**src/rtl/lsl_pkg.sv**
```systemverilog
// ----------------------------------------------------------------------------
// lsl_pkg: shared types and constants of the two-channel lux calculator
// Item structs, region codes, Q24 region coefficients and the ratio^1.4 table.
// ----------------------------------------------------------------------------
package lsl_pkg;

    // Input item: one sample pair.
    typedef struct packed {
        logic [15:0] broadband_count;
        logic [15:0] infrared_count;
    } t_in_item;

    // Result item.
    typedef struct packed {
        logic [26:0] lux_fixed;
        logic [2:0]  ratio_region;
        logic        invalid;
    } t_out_item;

    // Ratio regions, infrared over broadband.
    typedef enum logic [2:0] {
        RGN_UPTO_050 = 3'd0,
        RGN_UPTO_061 = 3'd1,
        RGN_UPTO_080 = 3'd2,
        RGN_UPTO_130 = 3'd3,
        RGN_ABOVE    = 3'd4
    } t_region;

    // Context that travels with an item down the pipeline.
    typedef struct packed {
        logic [15:0] broadband_count;
        logic [15:0] infrared_count;
        t_region     region;
        logic        invalid;
    } t_ctx;

    localparam int          POW_W   = 15;
    localparam int          TBL_BITS = 6;
    localparam logic [26:0] LUX_MAX = 27'h7FF_FFFF;
    localparam int          COEF_SHIFT = 24;

    // Region coefficients in Q24, rounded to nearest.
    localparam logic [19:0] K_R0_BB  = 20'd510027;
    localparam logic [19:0] K_R0_POW = 20'd1040187;
    localparam logic [19:0] K_R1_BB  = 20'd375810;
    localparam logic [19:0] K_R1_IR  = 20'd520094;
    localparam logic [19:0] K_R2_BB  = 20'd214748;
    localparam logic [19:0] K_R2_IR  = 20'd256691;
    localparam logic [19:0] K_R3_BB  = 20'd24495;
    localparam logic [19:0] K_R3_IR  = 20'd18790;

    // round((k/64)^1.4 * 65536) for k = 0..32; indexes past 32 hold the last entry.
    function automatic logic [POW_W-1:0] pow14_lookup(input logic [TBL_BITS-1:0] idx);
        logic [POW_W-1:0] v;
        case (idx)
            6'd0:  v = 15'd0;
            6'd1:  v = 15'd194;
            6'd2:  v = 15'd512;
            6'd3:  v = 15'd903;
            6'd4:  v = 15'd1351;
            6'd5:  v = 15'd1847;
            6'd6:  v = 15'd2384;
            6'd7:  v = 15'd2958;
            6'd8:  v = 15'd3566;
            6'd9:  v = 15'd4205;
            6'd10: v = 15'd4873;
            6'd11: v = 15'd5569;
            6'd12: v = 15'd6290;
            6'd13: v = 15'd7036;
            6'd14: v = 15'd7806;
            6'd15: v = 15'd8597;
            6'd16: v = 15'd9410;
            6'd17: v = 15'd10244;
            6'd18: v = 15'd11097;
            6'd19: v = 15'd11970;
            6'd20: v = 15'd12861;
            6'd21: v = 15'd13770;
            6'd22: v = 15'd14697;
            6'd23: v = 15'd15640;
            6'd24: v = 15'd16601;
            6'd25: v = 15'd17577;
            6'd26: v = 15'd18569;
            6'd27: v = 15'd19577;
            6'd28: v = 15'd20599;
            6'd29: v = 15'd21636;
            6'd30: v = 15'd22688;
            6'd31: v = 15'd23754;
            default: v = 15'd24834;
        endcase
        return v;
    endfunction

endpackage

```
**src/rtl/light_sensor_lux_calc_top.sv**
```systemverilog
// ----------------------------------------------------------------------------
// light_sensor_lux_calc_top: piecewise lux from a two-channel light sensor
// Pipelined ratio, region selection and linear lux combination per sample pair.
// ----------------------------------------------------------------------------
//
//  Channel  Direction  Handshake                     Item
//  -------  ---------  ----------------------------  -------------------------
//  in       sink       i_in_valid / o_in_ready       t_in_item  (two counts)
//  out      source     o_out_valid / i_out_ready     t_out_item (lux, region)
//
// An item enters in every cycle in which the pipeline does not stall, and
// its result passes one classify stage, one divider stage per ratio bit,
// two interpolation stages and three arithmetic stages.
// Each stage holds its own valid bit and loads whenever it is empty or the
// stage after it loads, so a stall fills bubbles first and loses nothing.
// Reset is synchronous and active low; it empties every stage.
//
module light_sensor_lux_calc_top
    import lsl_pkg::*;
#(
    parameter int RATIO_FRAC_BITS = 10,
    parameter int LUX_FRAC_BITS   = 16
)(
    input  logic      i_clk,
    input  logic      i_rst_n,
    input  logic      i_in_valid,
    output logic      o_in_ready,
    input  t_in_item  i_in_item,
    output logic      o_out_valid,
    input  logic      i_out_ready,
    output t_out_item o_out_item
);

    // Divider chain: index 0 is the classify output, index RATIO_FRAC_BITS the
    // finished ratio. The ready of each link comes back from the stage after it.
    logic                       w_div_valid [0:RATIO_FRAC_BITS];
    logic                       w_div_ready [0:RATIO_FRAC_BITS];
    t_ctx                       w_div_ctx   [0:RATIO_FRAC_BITS];
    logic [15:0]                w_div_rem   [0:RATIO_FRAC_BITS];
    logic [RATIO_FRAC_BITS-1:0] w_div_quo   [0:RATIO_FRAC_BITS];

    logic                       w_pow_valid;
    logic                       w_pow_ready;
    t_ctx                       w_pow_ctx;
    logic [POW_W-1:0]           w_pow;

    // The region is settled by exact compares before the divider runs; the
    // ratio itself only matters in the lowest region, where the infrared
    // count is at most half the broadband count.
    lsl_classify u_classify (
        .i_clk   (i_clk),
        .i_rst_n (i_rst_n),
        .i_valid (i_in_valid),
        .o_ready (o_in_ready),
        .i_item  (i_in_item),
        .o_valid (w_div_valid[0]),
        .i_ready (w_div_ready[0]),
        .o_ctx   (w_div_ctx[0])
    );

    // The partial remainder starts as the infrared count; each stage shifts in
    // one fraction bit of the quotient.
    assign w_div_rem[0] = w_div_ctx[0].infrared_count;
    assign w_div_quo[0] = '0;

    for (genvar g = 0; g < RATIO_FRAC_BITS; g++) begin : g_div
        lsl_div_step #(
            .RATIO_FRAC_BITS (RATIO_FRAC_BITS)
        ) u_div_step (
            .i_clk   (i_clk),
            .i_rst_n (i_rst_n),
            .i_valid (w_div_valid[g]),
            .o_ready (w_div_ready[g]),
            .i_ctx   (w_div_ctx[g]),
            .i_rem   (w_div_rem[g]),
            .i_quo   (w_div_quo[g]),
            .o_valid (w_div_valid[g+1]),
            .i_ready (w_div_ready[g+1]),
            .o_ctx   (w_div_ctx[g+1]),
            .o_rem   (w_div_rem[g+1]),
            .o_quo   (w_div_quo[g+1])
        );
    end

    // The final remainder is not needed further down.
    lsl_pow_interp #(
        .RATIO_FRAC_BITS (RATIO_FRAC_BITS)
    ) u_pow_interp (
        .i_clk   (i_clk),
        .i_rst_n (i_rst_n),
        .i_valid (w_div_valid[RATIO_FRAC_BITS]),
        .o_ready (w_div_ready[RATIO_FRAC_BITS]),
        .i_ctx   (w_div_ctx[RATIO_FRAC_BITS]),
        .i_ratio (w_div_quo[RATIO_FRAC_BITS]),
        .o_valid (w_pow_valid),
        .i_ready (w_pow_ready),
        .o_ctx   (w_pow_ctx),
        .o_pow   (w_pow)
    );

    // The last stage of this unit is the output register of the block.
    lsl_lux_calc #(
        .LUX_FRAC_BITS (LUX_FRAC_BITS)
    ) u_lux_calc (
        .i_clk   (i_clk),
        .i_rst_n (i_rst_n),
        .i_valid (w_pow_valid),
        .o_ready (w_pow_ready),
        .i_ctx   (w_pow_ctx),
        .i_pow   (w_pow),
        .o_valid (o_out_valid),
        .i_ready (i_out_ready),
        .o_item  (o_out_item)
    );

    // An empty output register means every stage may load, so the input
    // side must be open.
    a_ready_when_drained: assert property (
        @(posedge i_clk) disable iff (!i_rst_n)
        !o_out_valid |-> o_in_ready
    ) else $error("input stalled although the output register is empty");

    // Both counts zero must give zero lux in the lowest region.
    a_invalid_gives_zero: assert property (
        @(posedge i_clk) disable iff (!i_rst_n)
        (o_out_valid && o_out_item.invalid)
            |-> (o_out_item.lux_fixed == 27'd0
                 && o_out_item.ratio_region == RGN_UPTO_050)
    ) else $error("invalid item with non-zero lux or region");

    // Above the top threshold the lux is zero.
    a_above_gives_zero: assert property (
        @(posedge i_clk) disable iff (!i_rst_n)
        (o_out_valid && o_out_item.ratio_region == RGN_ABOVE)
            |-> (o_out_item.lux_fixed == 27'd0)
    ) else $error("non-zero lux above the top ratio threshold");

    // Reset empties the pipeline, so no result is shown in the cycle after it.
    a_empty_after_reset: assert property (
        @(posedge i_clk)
        !i_rst_n |=> !o_out_valid
    ) else $error("result shown right after reset");

endmodule

```
**src/rtl/lsl_classify.sv**
```systemverilog
// ----------------------------------------------------------------------------
// lsl_classify: region selection stage
// Exact integer compares of the scaled counts pick the ratio region.
// ----------------------------------------------------------------------------
module lsl_classify
    import lsl_pkg::*;
(
    input  logic     i_clk,
    input  logic     i_rst_n,
    input  logic     i_valid,
    output logic     o_ready,
    input  t_in_item i_item,
    output logic     o_valid,
    input  logic     i_ready,
    output t_ctx     o_ctx
);

    logic        r_valid;
    t_ctx        r_ctx;
    t_ctx        n_ctx;
    logic        w_load;
    logic [23:0] w_ir_x100;
    logic [23:0] w_bb_x50;
    logic [23:0] w_bb_x61;
    logic [23:0] w_bb_x80;
    logic [23:0] w_bb_x130;

    assign w_load  = !r_valid || i_ready;
    assign o_ready = w_load;
    assign o_valid = r_valid;
    assign o_ctx   = r_ctx;

    always_comb begin
        w_ir_x100 = 24'(i_item.infrared_count) * 24'd100;
        w_bb_x50  = 24'(i_item.broadband_count) * 24'd50;
        w_bb_x61  = 24'(i_item.broadband_count) * 24'd61;
        w_bb_x80  = 24'(i_item.broadband_count) * 24'd80;
        w_bb_x130 = 24'(i_item.broadband_count) * 24'd130;

        n_ctx.broadband_count = i_item.broadband_count;
        n_ctx.infrared_count  = i_item.infrared_count;
        n_ctx.invalid         = (i_item.broadband_count == 16'd0)
                             && (i_item.infrared_count == 16'd0);
        if (n_ctx.invalid) begin
            n_ctx.region = RGN_UPTO_050;
        end else if (i_item.broadband_count == 16'd0) begin
            n_ctx.region = RGN_ABOVE;
        end else if (w_ir_x100 <= w_bb_x50) begin
            n_ctx.region = RGN_UPTO_050;
        end else if (w_ir_x100 <= w_bb_x61) begin
            n_ctx.region = RGN_UPTO_061;
        end else if (w_ir_x100 <= w_bb_x80) begin
            n_ctx.region = RGN_UPTO_080;
        end else if (w_ir_x100 <= w_bb_x130) begin
            n_ctx.region = RGN_UPTO_130;
        end else begin
            n_ctx.region = RGN_ABOVE;
        end
    end

    always_ff @(posedge i_clk) begin
        if (!i_rst_n) begin
            r_valid <= 1'b0;
        end else if (w_load) begin
            r_valid <= i_valid;
        end
    end

    always_ff @(posedge i_clk) begin
        if (w_load) begin
            r_ctx <= n_ctx;
        end
    end

endmodule

```
**src/rtl/lsl_div_step.sv**
```systemverilog
// ----------------------------------------------------------------------------
// lsl_div_step: one restoring-division stage of the ratio divider
// Produces one quotient bit of (infrared << frac bits) / broadband per stage.
// ----------------------------------------------------------------------------
module lsl_div_step
    import lsl_pkg::*;
#(
    parameter int RATIO_FRAC_BITS = 10
)(
    input  logic                       i_clk,
    input  logic                       i_rst_n,
    input  logic                       i_valid,
    output logic                       o_ready,
    input  t_ctx                       i_ctx,
    input  logic [15:0]                i_rem,
    input  logic [RATIO_FRAC_BITS-1:0] i_quo,
    output logic                       o_valid,
    input  logic                       i_ready,
    output t_ctx                       o_ctx,
    output logic [15:0]                o_rem,
    output logic [RATIO_FRAC_BITS-1:0] o_quo
);

    logic                       r_valid;
    t_ctx                       r_ctx;
    logic [15:0]                r_rem;
    logic [RATIO_FRAC_BITS-1:0] r_quo;
    logic [15:0]                n_rem;
    logic [RATIO_FRAC_BITS-1:0] n_quo;
    logic                       w_load;
    logic [16:0]                w_shift;
    logic [16:0]                w_sub;
    logic                       w_ge;

    assign w_load  = !r_valid || i_ready;
    assign o_ready = w_load;
    assign o_valid = r_valid;
    assign o_ctx   = r_ctx;
    assign o_rem   = r_rem;
    assign o_quo   = r_quo;

    // Within the lowest region the remainder always stays below the divisor.
    always_comb begin
        w_shift = {i_rem, 1'b0};
        w_sub   = w_shift - {1'b0, i_ctx.broadband_count};
        w_ge    = (w_shift >= {1'b0, i_ctx.broadband_count});
        n_rem   = w_ge ? w_sub[15:0] : w_shift[15:0];
        n_quo   = {i_quo[RATIO_FRAC_BITS-2:0], w_ge};
    end

    always_ff @(posedge i_clk) begin
        if (!i_rst_n) begin
            r_valid <= 1'b0;
        end else if (w_load) begin
            r_valid <= i_valid;
        end
    end

    always_ff @(posedge i_clk) begin
        if (w_load) begin
            r_ctx <= i_ctx;
            r_rem <= n_rem;
            r_quo <= n_quo;
        end
    end

endmodule

```
**src/rtl/lsl_pow_interp.sv**
```systemverilog
// ----------------------------------------------------------------------------
// lsl_pow_interp: ratio^1.4 by table lookup and linear interpolation
// Two stages: table read and step, then the truncated interpolation.
// ----------------------------------------------------------------------------
module lsl_pow_interp
    import lsl_pkg::*;
#(
    parameter int RATIO_FRAC_BITS = 10
)(
    input  logic                       i_clk,
    input  logic                       i_rst_n,
    input  logic                       i_valid,
    output logic                       o_ready,
    input  t_ctx                       i_ctx,
    input  logic [RATIO_FRAC_BITS-1:0] i_ratio,
    output logic                       o_valid,
    input  logic                       i_ready,
    output t_ctx                       o_ctx,
    output logic [POW_W-1:0]           o_pow
);

    localparam int SH     = RATIO_FRAC_BITS - TBL_BITS;
    localparam int FRAC_W = (SH > 0) ? SH : 1;
    localparam int PROD_W = POW_W + FRAC_W;
    localparam logic [FRAC_W-1:0] FRAC_MASK = FRAC_W'((1 << SH) - 1);

    logic                r_a_valid;
    t_ctx                r_a_ctx;
    logic [POW_W-1:0]    r_a_lo;
    logic [POW_W-1:0]    r_a_diff;
    logic [FRAC_W-1:0]   r_a_frac;
    logic                r_b_valid;
    t_ctx                r_b_ctx;
    logic [POW_W-1:0]    r_b_pow;

    logic [POW_W-1:0]    n_a_lo;
    logic [POW_W-1:0]    n_a_diff;
    logic [FRAC_W-1:0]   n_a_frac;
    logic [POW_W-1:0]    n_b_pow;

    logic                w_load_a;
    logic                w_load_b;
    logic [TBL_BITS-1:0] w_idx;
    logic [POW_W-1:0]    w_hi;
    logic [PROD_W-1:0]   w_prod;
    logic [PROD_W-1:0]   w_step;

    assign w_load_b = !r_b_valid || i_ready;
    assign w_load_a = !r_a_valid || w_load_b;
    assign o_ready  = w_load_a;
    assign o_valid  = r_b_valid;
    assign o_ctx    = r_b_ctx;
    assign o_pow    = r_b_pow;

    always_comb begin
        w_idx    = i_ratio[RATIO_FRAC_BITS-1 -: TBL_BITS];
        n_a_frac = i_ratio[FRAC_W-1:0] & FRAC_MASK;
        n_a_lo   = pow14_lookup(w_idx);
        // At the end of the table there is no next entry to step towards.
        w_hi     = w_idx[TBL_BITS-1] ? n_a_lo : pow14_lookup(w_idx + 6'd1);
        n_a_diff = w_hi - n_a_lo;
    end

    always_comb begin
        w_prod  = PROD_W'(r_a_diff) * PROD_W'(r_a_frac);
        w_step  = w_prod >> SH;
        n_b_pow = r_a_lo + w_step[POW_W-1:0];
    end

    always_ff @(posedge i_clk) begin
        if (!i_rst_n) begin
            r_a_valid <= 1'b0;
            r_b_valid <= 1'b0;
        end else begin
            if (w_load_a) begin
                r_a_valid <= i_valid;
            end
            if (w_load_b) begin
                r_b_valid <= r_a_valid;
            end
        end
    end

    always_ff @(posedge i_clk) begin
        if (w_load_a) begin
            r_a_ctx  <= i_ctx;
            r_a_lo   <= n_a_lo;
            r_a_diff <= n_a_diff;
            r_a_frac <= n_a_frac;
        end
        if (w_load_b) begin
            r_b_ctx <= r_a_ctx;
            r_b_pow <= n_b_pow;
        end
    end

endmodule

```
**src/rtl/lsl_lux_calc.sv**
```systemverilog
// ----------------------------------------------------------------------------
// lsl_lux_calc: Q24 lux arithmetic and output register
// Three stages: count times power term, coefficient products, then the clamped
// difference scaled to the output format and saturated.
// ----------------------------------------------------------------------------
module lsl_lux_calc
    import lsl_pkg::*;
#(
    parameter int LUX_FRAC_BITS = 16
)(
    input  logic             i_clk,
    input  logic             i_rst_n,
    input  logic             i_valid,
    output logic             o_ready,
    input  t_ctx             i_ctx,
    input  logic [POW_W-1:0] i_pow,
    output logic             o_valid,
    input  logic             i_ready,
    output t_out_item        o_item
);

    localparam int LUX_SHIFT = COEF_SHIFT - LUX_FRAC_BITS;

    logic        r_c_valid;
    t_ctx        r_c_ctx;
    logic [30:0] r_c_prod;
    logic        r_d_valid;
    t_ctx        r_d_ctx;
    logic [35:0] r_d_pos;
    logic [35:0] r_d_neg;
    logic        r_e_valid;
    t_out_item   r_e_item;

    logic [30:0] n_c_prod;
    logic [35:0] n_d_pos;
    logic [35:0] n_d_neg;
    t_out_item   n_e_item;

    logic        w_load_c;
    logic        w_load_d;
    logic        w_load_e;
    logic [19:0] w_k_bb;
    logic [19:0] w_k_ir;
    logic [50:0] w_pow_term;
    logic [35:0] w_diff;
    logic [35:0] w_lux;

    assign w_load_e = !r_e_valid || i_ready;
    assign w_load_d = !r_d_valid || w_load_e;
    assign w_load_c = !r_c_valid || w_load_d;
    assign o_ready  = w_load_c;
    assign o_valid  = r_e_valid;
    assign o_item   = r_e_item;

    assign n_c_prod = 31'(i_ctx.broadband_count) * 31'(i_pow);

    always_comb begin
        case (r_c_ctx.region)
            RGN_UPTO_050: begin
                w_k_bb = K_R0_BB;
                w_k_ir = '0;
            end
            RGN_UPTO_061: begin
                w_k_bb = K_R1_BB;
                w_k_ir = K_R1_IR;
            end
            RGN_UPTO_080: begin
                w_k_bb = K_R2_BB;
                w_k_ir = K_R2_IR;
            end
            RGN_UPTO_130: begin
                w_k_bb = K_R3_BB;
                w_k_ir = K_R3_IR;
            end
            default: begin
                w_k_bb = '0;
                w_k_ir = '0;
            end
        endcase

        w_pow_term = 51'(K_R0_POW) * 51'(r_c_prod);
        n_d_pos    = 36'(w_k_bb) * 36'(r_c_ctx.broadband_count);
        if (r_c_ctx.region == RGN_UPTO_050) begin
            n_d_neg = 36'(w_pow_term >> 16);
        end else begin
            n_d_neg = 36'(w_k_ir) * 36'(r_c_ctx.infrared_count);
        end
        if (r_c_ctx.invalid) begin
            n_d_pos = '0;
            n_d_neg = '0;
        end
    end

    always_comb begin
        w_diff = (r_d_pos > r_d_neg) ? (r_d_pos - r_d_neg) : '0;
        w_lux  = w_diff >> LUX_SHIFT;
        n_e_item.lux_fixed    = (w_lux > 36'(LUX_MAX)) ? LUX_MAX : w_lux[26:0];
        n_e_item.ratio_region = r_d_ctx.region;
        n_e_item.invalid      = r_d_ctx.invalid;
    end

    always_ff @(posedge i_clk) begin
        if (!i_rst_n) begin
            r_c_valid <= 1'b0;
            r_d_valid <= 1'b0;
            r_e_valid <= 1'b0;
        end else begin
            if (w_load_c) begin
                r_c_valid <= i_valid;
            end
            if (w_load_d) begin
                r_d_valid <= r_c_valid;
            end
            if (w_load_e) begin
                r_e_valid <= r_d_valid;
            end
        end
    end

    always_ff @(posedge i_clk) begin
        if (w_load_c) begin
            r_c_ctx  <= i_ctx;
            r_c_prod <= n_c_prod;
        end
        if (w_load_d) begin
            r_d_ctx <= r_c_ctx;
            r_d_pos <= n_d_pos;
            r_d_neg <= n_d_neg;
        end
        if (w_load_e) begin
            r_e_item <= n_e_item;
        end
    end

endmodule

```
**config.mk**
```make
export PLATFORM = sky130hd
export DESIGN_NAME = light_sensor_lux_calc_top
export DESIGN_NICKNAME = d
export VERILOG_FILES = /design/src/rtl/lsl_pkg.sv /design/src/rtl/light_sensor_lux_calc_top.sv /design/src/rtl/lsl_classify.sv /design/src/rtl/lsl_div_step.sv /design/src/rtl/lsl_pow_interp.sv /design/src/rtl/lsl_lux_calc.sv
export SDC_FILE = /design/constraint.sdc
export NUM_CORES = 2
export LEC_CHECK = 0
export ABC_AREA = 1
export BUFFER_PORTS_ARGS = -buffer_cell sky130_fd_sc_hd__buf_2
export CAP_MARGIN = 20
export CORE_UTILIZATION = 45
export DETAILED_ROUTE_END_ITERATION = 8
export RECOVER_POWER = 25
export SYNTH_ARGS = -nofsm -noshare
export SYNTH_HDL_FRONTEND = slang
export SYNTH_SLANG_ARGS = --single-unit
```
**constraint.sdc**
```tcl
create_clock -name i_clk -period 15.91 [get_ports i_clk]
set_input_delay 2.3865 -clock i_clk [delete_from_list [all_inputs] [get_ports i_clk]]
set_output_delay 2.3865 -clock i_clk [all_outputs]
set_load 0.05 [all_outputs]
```
==> impl_metrics.env <==
export IMPL_finalMaxSlewViolations=0
export IMPL_synth_edf_count=888
export IMPL_cts_tree="built"
export IMPL_critPathMaxFanout=62
export IMPL_finalNetCount=12055
export IMPL_fin_crit_ns=8.510
export IMPL_synth_nets=11976
export IMPL_final_area_um2=98980
export IMPL_rsz0062_at_grt="false"
export IMPL_clock_sinks=919
export IMPL_insertion_delay_ns=0.74
export IMPL_place_hpwl_um=210800
export IMPL_grt_pass1_wl_um=387200
export IMPL_drt_iter0_markers=4314
export IMPL_routed_wl_um=248200
export IMPL_fillers=19060
export IMPL_finClkSkew_ns=0.07980
export IMPL_post_cts_resized=0
export IMPL_cp_start_kind="primary input"
export IMPL_tns_ns=0
export IMPL_viasPerCell=5.124
export IMPL_die_y_um=454.3
export IMPL_met1_usage=0.2971
export IMPL_path_class="primary input to primary output"
export IMPL_setup_violations=0
export IMPL_post_cts_setup_buffers=0
export IMPL_ios=69
export IMPL_max_slew_margin=0.2479
export IMPL_grt_pass1_vias=68041
export IMPL_max_freq_ghz=0.1175
export IMPL_status="finished clean"
export IMPL_endpoint_kind="primary output"
export IMPL_grt_overflow_total=0
export IMPL_period_share=0.5349
export IMPL_fp_row_count=165
export IMPL_clockBufferDepth=3
export IMPL_dr_pass1_iters=8
export IMPL_busiest_layer="met2"
export IMPL_cp_buffers_inverters=5
export IMPL_crit_family="simple AND/OR/NAND/NOR gates"
export IMPL_critical_path_max_stage_delay_ns=0.66
export IMPL_gr_usage_met3=0.03247
export IMPL_multiInputGateArea_um2=55460
export IMPL_postRouteAntennaNets=0
export IMPL_start_util=0.4541
export IMPL_grt_max_degree=72
export IMPL_slowest_stage="nand3_4"
export IMPL_critPathArrivalTime_ns=6.12
export IMPL_crit_required_ns=13.52
export IMPL_clockRootBuffer="clkbuf_16"
export IMPL_max_cap_violations=0
export IMPL_final_seq_area_um2=27290
export IMPL_netlist_instances=9814
export IMPL_port_buffers=68
export IMPL_hp_class="flop to flop"
export IMPL_tightest_slew_ns=1.128
export IMPL_syn_area_per_cell_um2=9.381
export IMPL_synth_area_um2=92070
export IMPL_async_flop_share=0
export IMPL_dieArea_um2=206400
export IMPL_antenna_found_initial=6
export IMPL_grt_usage=0.2441
export IMPL_drcViolationCount=0
export IMPL_area_delta_synth_final_pct=7.506
export IMPL_synth_seq_cells=919
export IMPL_place_congestion=0.9942
export IMPL_grtUsageMet2=0.4381
export IMPL_hold_viol=0
export IMPL_cts_hold_buffers_added=0
export IMPL_ys_seq_area_frac=0.2964
export IMPL_ctsHtreeMaxLevel=3
export IMPL_core_um2=202700
export IMPL_clk_pin_slew_ns=0.06
export IMPL_place_area_um2=95490
export IMPL_fp_dieW_um=454.3
export IMPL_drive_gt1_frac=0.03398
export IMPL_synth_distinct_cells=62
export IMPL_cts_buffers=99
export IMPL_crit_chain="buf_2 -> inv_2 -> nand3_4 -> nor2_4 -> nand3_4 -> nor2_8 -> nand3_4 -> nor2_4 -> nand4_4 -> buf_4 -> nor2_4 -> nand4_2 -> buf_4 -> buf_2"
export IMPL_final_common_cell="inv_1"
export IMPL_dr_total_vias=64840
export IMPL_wl_per_cell_um=19.62
export IMPL_most_common_layout_cells="2,319 x inv_1, 1,648 x nand2_1, 1,073 x fa_1"
export IMPL_yosys_warnings=0
export IMPL_ys_flop_type="edfxtp_1"
-- per-layer routing --
metal / wire [um] / vias to the layer above
met5: 0 / -
met2: 125200 / 1563
met1: 102200 / 31583
li1: - / 31291
met3: 10650 / 403
met4: 10180 / 0
-- final cells by class --
class                   count  share of cell area
multi-input cells        6428              0.5603
flip-flops and latches    919              0.2757
inverters                2336             0.08862
well taps                2672             0.03378
clock buffers             117             0.02612
clock inverters            68            0.008343
repair buffers            109            0.007003
diodes                      5           0.0001264
-- state kept, by name, indices dropped and copies added, names as in the netlist, 4 cells and up, named ones only --
register                  cells
g_div.u_div_step.o_ctx      360
g_div.u_div_step.o_rem      144
g_div.u_div_step.o_quo       55
u_classify.o_ctx             36
u_lux_calc.r_c_ctx           36
u_pow_interp.o_ctx           36
u_pow_interp.r_a_ctx         36
u_lux_calc.r_d_neg           35
u_lux_calc.r_d_pos           35
u_lux_calc.o_item            31
u_lux_calc.r_c_prod          31
u_pow_interp.o_pow           15
u_pow_interp.r_a_diff        15
u_pow_interp.r_a_lo          15
g_div.u_div_step.o_valid     10
u_lux_calc.n_e_item           4
u_pow_interp.r_a_frac         4
-- worst paths after layout --
kind	from	to	slack, ns	cells after the start
setup / recovery	i_out_ready	o_in_ready	7.40	14
hold / removal	g_div[8].u_div_step.o_ctx[6]	g_div[9].u_div_step.o_ctx[6]	0.36	0
setup reg to reg	u_lux_calc.r_c_ctx[1]	u_lux_calc.r_d_neg[33]	7.68	27
hold reg to reg	g_div[8].u_div_step.o_ctx[6]	g_div[9].u_div_step.o_ctx[6]	0.36	0
-- synthesized netlist by cell type (14+ instances only) --
master / n / share of area
edfxtp_1: 888 / 0.29
o21ai_0: 349 / 0.019
o21a_1: 35 / 0.0029
dfxtp_1: 31 / 0.0067
inv_1: 2323 / 0.095
a21oi_1: 543 / 0.030
nor2_1: 649 / 0.026
ha_1: 1053 / 0.14
clkbuf_1: 93 / 0.0038
xor2_1: 177 / 0.017
nand3_1: 303 / 0.016
o21bai_1: 27 / 0.0022
nand2_1: 1653 / 0.067
o21ai_1: 24 / 0.0013
nor4_1: 18 / 0.0012
a211oi_1: 21 / 0.0017
fa_1: 1073 / 0.23
a21o_1: 45 / 0.0037
o211ai_1: 18 / 0.0015
a31oi_1: 47 / 0.0032
nand4_1: 76 / 0.0052
or2_2: 14 / 0.00095
xnor2_1: 126 / 0.012
buf_2: 27 / 0.0015
nor3_1: 68 / 0.0037
-- cell families after synthesis --
group,synth area share
AOI/OAI and AO/OA,0.07151
xor gates and xnor gates,0.02883
adders and majority gates,0.3764
buffers and inverters,0.1016
DFF,0.2964
muxes,0.0001087
and+or+nand+nor,0.1252
-- metrics by stage --
step                setup WS [ns]  utilization  hold WS [ns]  instances
CTS                         7.286       0.4878        0.3464      12646
floorplan                   5.715            -        0.4003       9814
finish                      7.400       0.4882        0.3561      12654
global placement            7.398       0.4710        0.4005      12461
detailed placement          7.303       0.4710        0.4045      12461
global route                6.997       0.4882        0.3589      12650
Power is not shown: default switching activity piles up to over one toggle a cycle in this logic, so the estimate is an artifact.
